[config.mk]
export PLATFORM = sky130hd
export DESIGN_NAME = char_lcd_write_sequencer_top_flat
export DESIGN_NICKNAME = d
export VERILOG_FILES = /design/src/rtl/clws_pkg.sv /design/src/rtl/clws_if.sv /design/src/rtl/clws_ctrl.sv /design/src/rtl/clws_dp.sv /design/src/rtl/char_lcd_write_sequencer_top.sv /design/src/flat_wrapper.sv
export SDC_FILE = /design/constraint.sdc
export NUM_CORES = 1
export LEC_CHECK = 0
export ABC_AREA = 1
export BUFFER_PORTS_ARGS = -buffer_cell sky130_fd_sc_hd__buf_2
export CORE_UTILIZATION = 46
export DETAILED_ROUTE_END_ITERATION = 8
export PLACE_DENSITY = 0.64
export SYNTH_ARGS = -nofsm -noshare
export SYNTH_HDL_FRONTEND = slang
export SYNTH_SLANG_ARGS = --single-unit
[constraint.sdc]
create_clock -name clk -period 13.9 [get_ports clk]
set_input_delay 2.085 -clock clk [delete_from_list [all_inputs] [get_ports clk]]
set_output_delay 2.085 -clock clk [all_outputs]
set_load 0.02 [all_outputs]
[src/rtl/clws_pkg.sv]
// ---------------------------------------------------------------------------
// clws_pkg
// Types and constants of the character LCD write sequencer
// ---------------------------------------------------------------------------
`default_nettype none

package clws_pkg;

    // request kinds as carried in the mode field
    typedef enum logic [1:0] {
        REQ_CHAR   = 2'd0,
        REQ_GOTO   = 2'd1,
        REQ_CLEAR  = 2'd2,
        REQ_NUMBER = 2'd3
    } req_kind_t;

    // kinds of bus byte the datapath can put out
    typedef enum logic [1:0] {
        EMIT_DATA,
        EMIT_GOTO,
        EMIT_WRAP,
        EMIT_CLEAR
    } emit_kind_t;

    // controller states
    typedef enum logic [2:0] {
        ST_IDLE,
        ST_GOTO,
        ST_CLEAR,
        ST_DIV_MUL,
        ST_DIV_STORE,
        ST_SIGN,
        ST_DIGIT,
        ST_CHAR
    } state_t;

    // commands from controller to datapath
    typedef struct packed {
        logic       load;
        logic       div_mul;
        logic       div_store;
        logic       pick_sign;
        logic       pick_digit;
        logic       emit;
        emit_kind_t kind;
        logic       last;
    } dp_cmd_t;

    // status from datapath to controller
    typedef struct packed {
        logic emit_done;
        logic need_wrap;
        logic div_done;
        logic negative;
        logic char_final;
    } dp_status_t;

    localparam logic [7:0]  CMD_CLEAR        = 8'h01;
    localparam logic [7:0]  CMD_SET_ADDR     = 8'h80;
    localparam logic [6:0]  SECOND_LINE_BASE = 7'h40;
    localparam logic [7:0]  LOW_NIBBLE       = 8'h0F;
    localparam logic [7:0]  CHAR_MINUS       = 8'h2D;
    localparam logic [7:0]  CHAR_ZERO        = 8'h30;

    // divide by ten: q = (x * RECIP_10) >> RECIP_SHIFT, exact for 32-bit x
    localparam logic [31:0] RECIP_10    = 32'hCCCC_CCCD;
    localparam int          RECIP_SHIFT = 35;
    localparam int          QUOT_W      = 64 - RECIP_SHIFT;
    localparam int          DIGIT_W     = 4;

    // set-address command byte for a row and column
    function automatic logic [7:0] set_addr_byte(input logic row, input logic [5:0] col);
        logic [6:0] addr;
        begin
            addr = row ? (SECOND_LINE_BASE + {1'b0, col}) : {1'b0, col};
            return CMD_SET_ADDR | {1'b0, addr};
        end
    endfunction

endpackage

`default_nettype wire

[src/rtl/clws_if.sv]
// ---------------------------------------------------------------------------
// clws_if
// Request, display bus and configuration channels with valid/ready
// ---------------------------------------------------------------------------
`default_nettype none

// request channel
interface clws_req_if;
    logic               valid;
    logic               ready;
    logic [1:0]         mode;
    logic [7:0]         char_code;
    logic               row;
    logic [5:0]         column;
    logic signed [31:0] number;

    modport source (output valid, mode, char_code, row, column, number, input ready);
    modport sink   (input valid, mode, char_code, row, column, number, output ready);
endinterface

// display bus channel
interface clws_bus_if;
    logic       valid;
    logic       ready;
    logic       register_select;
    logic [7:0] bus_byte;
    logic       last;

    modport source (output valid, register_select, bus_byte, last, input ready);
    modport sink   (input valid, register_select, bus_byte, last, output ready);
endinterface

// configuration write channel
interface clws_cfg_if;
    logic valid;
    logic ready;
    logic interface_mode;

    modport source (output valid, interface_mode, input ready);
    modport sink   (input valid, interface_mode, output ready);
endinterface

`default_nettype wire

[src/rtl/clws_ctrl.sv]
// ---------------------------------------------------------------------------
// clws_ctrl
// Controller: walks each request through conversion and byte emission
// ---------------------------------------------------------------------------
`default_nettype none

module clws_ctrl (
    input  logic                   clk,
    input  logic                   rst_n,
    input  logic                   req_valid,
    input  clws_pkg::req_kind_t    req_mode,
    output logic                   req_ready,
    output clws_pkg::dp_cmd_t      cmd,
    input  clws_pkg::dp_status_t   status
);
    import clws_pkg::*;

    state_t state_reg;
    state_t state_next;

    // state register
    always_ff @(posedge clk or negedge rst_n)
    begin
        if (!rst_n)
        begin
            state_reg <= ST_IDLE;
        end
        else
        begin
            state_reg <= state_next;
        end
    end

    // next state
    always_comb
    begin
        state_next = state_reg;
        unique case (state_reg)
            ST_IDLE:
            begin
                if (req_valid)
                begin
                    unique case (req_mode)
                        REQ_CHAR:   state_next = ST_CHAR;
                        REQ_GOTO:   state_next = ST_GOTO;
                        REQ_CLEAR:  state_next = ST_CLEAR;
                        REQ_NUMBER: state_next = ST_DIV_MUL;
                        default:    state_next = ST_IDLE;
                    endcase
                end
            end
            ST_GOTO, ST_CLEAR:
            begin
                if (status.emit_done)
                begin
                    state_next = ST_IDLE;
                end
            end
            ST_DIV_MUL:
            begin
                state_next = ST_DIV_STORE;
            end
            ST_DIV_STORE:
            begin
                if (status.div_done)
                begin
                    state_next = status.negative ? ST_SIGN : ST_DIGIT;
                end
                else
                begin
                    state_next = ST_DIV_MUL;
                end
            end
            ST_SIGN, ST_DIGIT:
            begin
                state_next = ST_CHAR;
            end
            ST_CHAR:
            begin
                // a wrap byte is followed by the character itself
                if (status.emit_done && !status.need_wrap)
                begin
                    state_next = status.char_final ? ST_IDLE : ST_DIGIT;
                end
            end
            default:
            begin
                state_next = ST_IDLE;
            end
        endcase
    end

    // outputs
    always_comb
    begin
        req_ready      = 1'b0;
        cmd            = '0;
        cmd.kind       = EMIT_DATA;
        unique case (state_reg)
            ST_IDLE:
            begin
                req_ready = 1'b1;
                cmd.load  = req_valid;
            end
            ST_GOTO:
            begin
                cmd.emit = 1'b1;
                cmd.kind = EMIT_GOTO;
                cmd.last = 1'b1;
            end
            ST_CLEAR:
            begin
                cmd.emit = 1'b1;
                cmd.kind = EMIT_CLEAR;
                cmd.last = 1'b1;
            end
            ST_DIV_MUL:
            begin
                cmd.div_mul = 1'b1;
            end
            ST_DIV_STORE:
            begin
                cmd.div_store = 1'b1;
            end
            ST_SIGN:
            begin
                cmd.pick_sign = 1'b1;
            end
            ST_DIGIT:
            begin
                cmd.pick_digit = 1'b1;
            end
            ST_CHAR:
            begin
                cmd.emit = 1'b1;
                cmd.kind = status.need_wrap ? EMIT_WRAP : EMIT_DATA;
                cmd.last = !status.need_wrap && status.char_final;
            end
            default:
            begin
                req_ready = 1'b0;
            end
        endcase
    end

endmodule

`default_nettype wire

[src/rtl/clws_dp.sv]
// ---------------------------------------------------------------------------
// clws_dp
// Datapath: cursor, divide-by-ten digit loop, digit store and output register
// ---------------------------------------------------------------------------
`default_nettype none

module clws_dp #(
    parameter int LINE_LENGTH = 16,
    parameter int MAX_DIGITS  = 10
) (
    input  logic                 clk,
    input  logic                 rst_n,
    // configuration
    input  logic                 cfg_valid,
    input  logic                 cfg_interface_mode,
    // request payload
    input  logic [1:0]           req_mode,
    input  logic [7:0]           req_char_code,
    input  logic                 req_row,
    input  logic [5:0]           req_column,
    input  logic signed [31:0]   req_number,
    // controller link
    input  clws_pkg::dp_cmd_t    cmd,
    output clws_pkg::dp_status_t status,
    // display bus
    output logic                 bus_valid,
    input  logic                 bus_ready,
    output logic                 bus_register_select,
    output logic [7:0]           bus_byte,
    output logic                 bus_last
);
    import clws_pkg::*;

    localparam int NDIG_W = $clog2(MAX_DIGITS + 1);
    localparam int DIDX_W = (MAX_DIGITS > 1) ? $clog2(MAX_DIGITS) : 1;

    // configuration and cursor
    logic               iface4_reg;
    logic               cur_row_reg;
    logic [5:0]         cur_count_reg;

    // request context
    logic               num_reg;
    logic               neg_reg;
    logic [7:0]         char_reg;
    logic               row_req_reg;
    logic [5:0]         col_req_reg;

    // digit conversion
    logic [31:0]        mag_reg;
    logic [QUOT_W-1:0]  quot_reg;
    logic [NDIG_W-1:0]  ndig_reg;
    logic [DIGIT_W-1:0] digit_mem [MAX_DIGITS];

    // emission
    logic               half_reg;
    logic               out_valid_reg;
    logic               out_rs_reg;
    logic [7:0]         out_byte_reg;
    logic               out_last_reg;

    logic [31:0]        num_u;
    logic [31:0]        mag_load;
    logic [63:0]        product;
    logic [3:0]         quot_x10_lo;
    logic [DIGIT_W-1:0] rem;
    logic [NDIG_W-1:0]  ndig_dec;
    logic               out_free;
    logic               half_last;
    logic [7:0]         full_byte;
    logic               full_rs;

    // magnitude of the signed request number
    assign num_u    = req_number;
    assign mag_load = num_u[31] ? (~num_u + 32'd1) : num_u;

    // quotient by ten and remainder from the low bits
    assign product     = {32'd0, mag_reg} * {32'd0, RECIP_10};
    assign quot_x10_lo = {quot_reg[0], 3'b000} + {quot_reg[2:0], 1'b0};
    assign rem         = mag_reg[3:0] - quot_x10_lo;
    assign ndig_dec    = ndig_reg - NDIG_W'(1);

    // output register is free when empty or being taken
    assign out_free  = !out_valid_reg || bus_ready;
    assign half_last = !iface4_reg || half_reg;

    // full byte of the current emit
    always_comb
    begin
        full_rs = 1'b0;
        unique case (cmd.kind)
            EMIT_DATA:
            begin
                full_byte = char_reg;
                full_rs   = 1'b1;
            end
            EMIT_GOTO:  full_byte = set_addr_byte(row_req_reg, col_req_reg);
            EMIT_WRAP:  full_byte = set_addr_byte(!cur_row_reg, 6'd0);
            EMIT_CLEAR: full_byte = CMD_CLEAR;
            default:    full_byte = CMD_CLEAR;
        endcase
    end

    // status to controller
    always_comb
    begin
        status.emit_done  = out_free && half_last;
        status.need_wrap  = cur_count_reg >= 6'(LINE_LENGTH);
        status.div_done   = (quot_reg == '0) || (ndig_reg == NDIG_W'(MAX_DIGITS - 1));
        status.negative   = neg_reg;
        status.char_final = !num_reg || (ndig_reg == '0);
    end

    // control state
    always_ff @(posedge clk or negedge rst_n)
    begin
        if (!rst_n)
        begin
            iface4_reg    <= 1'b0;
            cur_row_reg   <= 1'b0;
            cur_count_reg <= '0;
            num_reg       <= 1'b0;
            neg_reg       <= 1'b0;
            ndig_reg      <= '0;
            half_reg      <= 1'b0;
            out_valid_reg <= 1'b0;
        end
        else
        begin
            if (cfg_valid)
            begin
                iface4_reg <= cfg_interface_mode;
            end

            // request capture
            if (cmd.load)
            begin
                num_reg  <= (req_mode == REQ_NUMBER);
                neg_reg  <= num_u[31];
                ndig_reg <= '0;
                half_reg <= 1'b0;
                if (req_mode == REQ_CLEAR)
                begin
                    cur_row_reg   <= 1'b0;
                    cur_count_reg <= '0;
                end
            end

            if (cmd.div_store)
            begin
                ndig_reg <= ndig_reg + NDIG_W'(1);
            end

            if (cmd.pick_sign)
            begin
                neg_reg <= 1'b0;
            end

            if (cmd.pick_digit)
            begin
                ndig_reg <= ndig_dec;
            end

            // byte emission and cursor update
            if (cmd.emit && out_free)
            begin
                out_valid_reg <= 1'b1;
                if (!half_last)
                begin
                    half_reg <= 1'b1;
                end
                else
                begin
                    half_reg <= 1'b0;
                    unique case (cmd.kind)
                        EMIT_DATA:
                        begin
                            cur_count_reg <= cur_count_reg + 6'd1;
                        end
                        EMIT_GOTO:
                        begin
                            cur_row_reg   <= row_req_reg;
                            cur_count_reg <= col_req_reg;
                        end
                        EMIT_WRAP:
                        begin
                            cur_row_reg   <= !cur_row_reg;
                            cur_count_reg <= '0;
                        end
                        EMIT_CLEAR:
                        begin
                            cur_row_reg   <= 1'b0;
                            cur_count_reg <= '0;
                        end
                        default:
                        begin
                            cur_count_reg <= cur_count_reg;
                        end
                    endcase
                end
            end
            else if (bus_ready)
            begin
                out_valid_reg <= 1'b0;
            end
        end
    end

    // payload registers
    always_ff @(posedge clk)
    begin
        if (cmd.load)
        begin
            char_reg    <= req_char_code;
            row_req_reg <= req_row;
            col_req_reg <= req_column;
            mag_reg     <= mag_load;
        end
        if (cmd.div_mul)
        begin
            quot_reg <= product[63:RECIP_SHIFT];
        end
        if (cmd.div_store)
        begin
            digit_mem[ndig_reg[DIDX_W-1:0]] <= rem;
            mag_reg                         <= 32'(quot_reg);
        end
        if (cmd.pick_sign)
        begin
            char_reg <= CHAR_MINUS;
        end
        if (cmd.pick_digit)
        begin
            char_reg <= CHAR_ZERO + {4'd0, digit_mem[ndig_dec[DIDX_W-1:0]]};
        end
        if (cmd.emit && out_free)
        begin
            out_rs_reg   <= full_rs;
            out_byte_reg <= half_reg ? ((full_byte & LOW_NIBBLE) << 4) : full_byte;
            out_last_reg <= cmd.last && half_last;
        end
    end

    assign bus_valid           = out_valid_reg;
    assign bus_register_select = out_rs_reg;
    assign bus_byte            = out_byte_reg;
    assign bus_last            = out_last_reg;

endmodule

`default_nettype wire

[src/rtl/char_lcd_write_sequencer_top.sv]
// ---------------------------------------------------------------------------
// char_lcd_write_sequencer_top
// Turns character display requests into register-select tagged bus bytes.
// One request is in work at a time and bytes leave through an output
// register, at most one per cycle while the bus takes them. A write char
// request gives one byte, or two when the cursor wraps to the other line (a
// set-address command first); goto and clear give one byte each. A write
// number request first runs a divide-by-ten loop with a multiply step and a
// store step per decimal digit, then for each printed character (a minus
// sign first if negative, then the digits) selects it and emits its bytes.
// In four-bit mode every byte goes out as two transfers, the byte and then
// its low nibble in the high half. A bus stall holds the sequence back until
// the bus takes the byte. The next request is taken in the cycle after the
// final transfer reaches the output register.
// ---------------------------------------------------------------------------
`default_nettype none

module char_lcd_write_sequencer_top #(
    parameter int LINE_LENGTH = 16,
    parameter int MAX_DIGITS  = 10
) (
    input  logic              clk,
    input  logic              rst_n,
    clws_req_if.sink          req,
    clws_bus_if.source        bus,
    clws_cfg_if.sink          cfg
);
    import clws_pkg::*;

    dp_cmd_t    cmd;
    dp_status_t status;

    // register writes are always taken
    assign cfg.ready = 1'b1;

    // controller
    clws_ctrl u_ctrl (
        .clk       (clk),
        .rst_n     (rst_n),
        .req_valid (req.valid),
        .req_mode  (req_kind_t'(req.mode)),
        .req_ready (req.ready),
        .cmd       (cmd),
        .status    (status)
    );

    // datapath
    clws_dp #(
        .LINE_LENGTH (LINE_LENGTH),
        .MAX_DIGITS  (MAX_DIGITS)
    ) u_dp (
        .clk                 (clk),
        .rst_n               (rst_n),
        .cfg_valid           (cfg.valid),
        .cfg_interface_mode  (cfg.interface_mode),
        .req_mode            (req.mode),
        .req_char_code       (req.char_code),
        .req_row             (req.row),
        .req_column          (req.column),
        .req_number          (req.number),
        .cmd                 (cmd),
        .status              (status),
        .bus_valid           (bus.valid),
        .bus_ready           (bus.ready),
        .bus_register_select (bus.register_select),
        .bus_byte            (bus.bus_byte),
        .bus_last            (bus.last)
    );

endmodule

`default_nettype wire

[src/flat_wrapper.sv]
// flat-port wrapper written by rule: the top's interface ports become plain ports
module char_lcd_write_sequencer_top_flat import clws_pkg::*;
#(
    parameter int LINE_LENGTH = 16,
    parameter int MAX_DIGITS  = 10
)
  (clk, rst_n, req_valid, req_mode, req_char_code, req_row, req_column, req_number, req_ready, bus_valid, bus_register_select, bus_bus_byte, bus_last, bus_ready, cfg_valid, cfg_interface_mode, cfg_ready);
  clws_req_if req_i ();
  clws_bus_if bus_i ();
  clws_cfg_if cfg_i ();
  input  logic clk;
  input  logic rst_n;
  input wire logic [$bits(req_i.valid)-1:0] req_valid;
  input wire logic [$bits(req_i.mode)-1:0] req_mode;
  input wire logic [$bits(req_i.char_code)-1:0] req_char_code;
  input wire logic [$bits(req_i.row)-1:0] req_row;
  input wire logic [$bits(req_i.column)-1:0] req_column;
  input wire logic [$bits(req_i.number)-1:0] req_number;
  output wire logic [$bits(req_i.ready)-1:0] req_ready;
  output wire logic [$bits(bus_i.valid)-1:0] bus_valid;
  output wire logic [$bits(bus_i.register_select)-1:0] bus_register_select;
  output wire logic [$bits(bus_i.bus_byte)-1:0] bus_bus_byte;
  output wire logic [$bits(bus_i.last)-1:0] bus_last;
  input wire logic [$bits(bus_i.ready)-1:0] bus_ready;
  input wire logic [$bits(cfg_i.valid)-1:0] cfg_valid;
  input wire logic [$bits(cfg_i.interface_mode)-1:0] cfg_interface_mode;
  output wire logic [$bits(cfg_i.ready)-1:0] cfg_ready;
  assign req_i.valid = req_valid;
  assign req_i.mode = req_mode;
  assign req_i.char_code = req_char_code;
  assign req_i.row = req_row;
  assign req_i.column = req_column;
  assign req_i.number = req_number;
  assign req_ready = req_i.ready;
  assign bus_valid = bus_i.valid;
  assign bus_register_select = bus_i.register_select;
  assign bus_bus_byte = bus_i.bus_byte;
  assign bus_last = bus_i.last;
  assign bus_i.ready = bus_ready;
  assign cfg_i.valid = cfg_valid;
  assign cfg_i.interface_mode = cfg_interface_mode;
  assign cfg_ready = cfg_i.ready;
  char_lcd_write_sequencer_top #(.LINE_LENGTH(LINE_LENGTH), .MAX_DIGITS(MAX_DIGITS)) u_core (.clk(clk), .rst_n(rst_n), .req(req_i), .bus(bus_i), .cfg(cfg_i));
endmodule
==> qor.csv <==
stage,metric,value,unit
grt,number of global-route vias before repair,21200,
die,Initial Util,46.7,%
placed_design,placed insts,3824,
timing,Final setup viols,0,
finish,Post-Layout Cell Count,3856,
finish,Final Util,49.9,%
clock_network,"Hold-fix buffers, CTS",0,
finish,area of the multi-input gates,18200,um^2
clock_network,CTS tree,done,
placed_design,DP Area,26900,um^2
placed_design,final HPWL from detailed placement,71600,um
die,Die X-Extent,239,um
drt,initial drt markers,1533,
yosys,Seq cells post-synth,145,
grt,initial antenna violation count,0,
worst_setup_path,critical path launch point type,register,
drt,wire per inst,21.0,um
die,Die Y,239,um
clock_network,Root Driver,clkbuf_16,
yosys,Ys Warns,0,
yosys,syn nets,3834,
grt,largest net degree at the start of global routing,54,
finish,layout cell share with drive strength beyond 1,4.57,%
worst_setup_path,CP Class,register to register,
yosys,mapped cell area,25800,um^2
hold_path,Tightest Hold Check Type,register to register,
worst_setup_path,Worst setup EP type,register,
clock_network,Longest Clk Path Bufs,2,
yosys,dominant cells by area after synthesis,"fa_1 (30%), ha_1 (18%), edfxtp_1 (14%)",
yosys,number of synthesized flops with an enable pin,123,
timing,FMAX,136,MHz
placed_design,GPL Wtd Cong,0.998,
job,MaxCap Viol Count,0,
yosys,Post-synth ARST share,13.1,%
finish,fillers,5344,
placed_design,I/O Buffers,66,
yosys,top-area cell type share of the netlist area,30.0,%
finish,final antenna diode count,0,
run_status,outcome,completed,
timing,final hold viol count,0,
grt,GRT Total Usage,29.9,%
hold_path,hold depth,2,
die,core area,55200,um^2
drt,total number of vias,20100,
timing,Tmin final,7340,ps
finish,max FFs per register,40,
clock_network,CTS sink count,145,
timing,RSZ-0062 raised after global routing,false,
worst_setup_path,WP data required,14120,ps
grt,Congestion Overflow GR,0,
worst_setup_path,r2r worst-path depth,20,
timing,relative slew slack,29.8,%
finish,"commonest non-fill, non-tap cell in the layout",inv_1,
die,die area,57000,um^2
finish,Layout Cell Area excl Fill,27600,um^2
clock_network,Num CTS Buffers,17,
yosys,cell taking the most area after synthesis,fa_1,
timing,final slew viol count,0,
clock_network,Post-CTS Setup Bufs,0,
finish,Reg area,4230,um^2
yosys,Cells after Synth,3032,
finish,Final #Nets,3897,
grt,first-pass GRT wire length,125000,um
finish,area grow syn2layout,6.97,%
die,row count,86,
drt,Vias per Instance,5.22,
drt,number of remaining DRC errors,0,
yosys,post-synthesis sequential area ratio,16.4,%
finish,most frequent cells in the layout,"inv_1 (842), nand2_1 (560), fa_1 (386)",
clock_network,"CTS clk-pin slew, worst paths",70,ps
yosys,top_reg_cell synth,edfxtp_1,
yosys,Yosys cell types,58,
timing,Worst Max-Slew Pin Slew,1040,ps
timing,fin crit share,52.8,%
clock_network,worst skew pair latency,480,ps
timing,clock skew,13.6,ps
timing,Setup TNS Final,0,ps
clock_network,# resized after CTS,0,
worst_setup_path,CP arrival,7570,ps
yosys,Syn Area/Cell,8.50,um^2
clock_network,# H-tree levels,4,
worst_setup_path,crit path max fanout,8,
drt,DRT antenna net count,0,
die,I/O pins,68,
drt,drt first pass iters,7,
drt,WL final,81000,um
worst paths after layout:
check / endpoint / slack (ps) / start
min in group asynchronous: u_core.u_dp.cur_count_reg[5] / 1570 / rst_n
setup reg to reg: u_core.u_dp.quot_reg[21] / 6560 / u_core.u_dp.mag_reg[2]
hold reg to reg: u_core.u_dp.num_reg / 500 / u_core.u_dp.num_reg
setup / recovery: u_core.u_dp.quot_reg[21] / 6560 / u_core.u_dp.mag_reg[2]
max in group asynchronous: u_core.u_ctrl.state_reg[0] / 11980 / rst_n
hold / removal: u_core.u_dp.num_reg / 500 / u_core.u_dp.num_reg
layout make-up:
cell class | instances | share of cell area (%)
timing repair buffer | 70 | 1.31
tap | 748 | 3.40
clock buffer | 17 | 1.54
inverter | 852 | 11.6
sequential | 145 | 15.3
multi-input combinational | 2009 | 66.1
clock inverter | 15 | 0.672
per-stage QoR:
step / hold WS (ps) / setup slack, ps
floorplan: 449 / 7950
CTS: 493 / 6670
detailed placement: 474 / 6720
global placement: 466 / 6700
finish: 495 / 6560
global route: 528 / 6350
cells in the mapped netlist (15+ instances only):
cell type,count
a21oi_1,98
clkbuf_1,15
dfrtp_1,19
edfxtp_1,123
fa_1,386
ha_1,361
inv_1,843
nand2_1,560
nand3_1,89
nand4_1,18
nor2_1,191
nor3_1,25
o21ai_0,96
o21bai_1,17
xnor2_1,16
xor2_1,53
layer usage:
metal  routed length (um)  vias to the layer above  track usage (%)
li1                     -                     9382                -
met1                34500                     9934             39.2
met3                 4600                      155             3.74
met2                37400                      651             48.7
met4                 4490                        0             14.9
met5                    0                        -                0
critical path: stages, from the launching register on:
cell and delay (ps):
edfxtp_1 600, ha_1 640, xor2_1 250, ha_1 330
or2_2 350, fa_1 420, fa_1 600, fa_1 450
fa_1 410, fa_1 510, inv_1 50, fa_1 480
inv_1 40, ha_1 420, nand2_1 150, nor2_1 220
nand2_1 130, nor4_1 580, nand3_1 250, nand3_1 120
nand2_1 70
kinds of logic after synthesis:
logic type      synth area share (%)
compound gates                  6.07
xor+xnor                        2.35
fa+ha+maj                       47.5
buf+inv                         12.9
flops                           16.4
mux                           0.0826
other cells                   0.0146
simple gates                    14.7
Power is left out: the tool's default activity adds up to more than one toggle a clock period on the data nets, which glitch-free logic cannot reach.
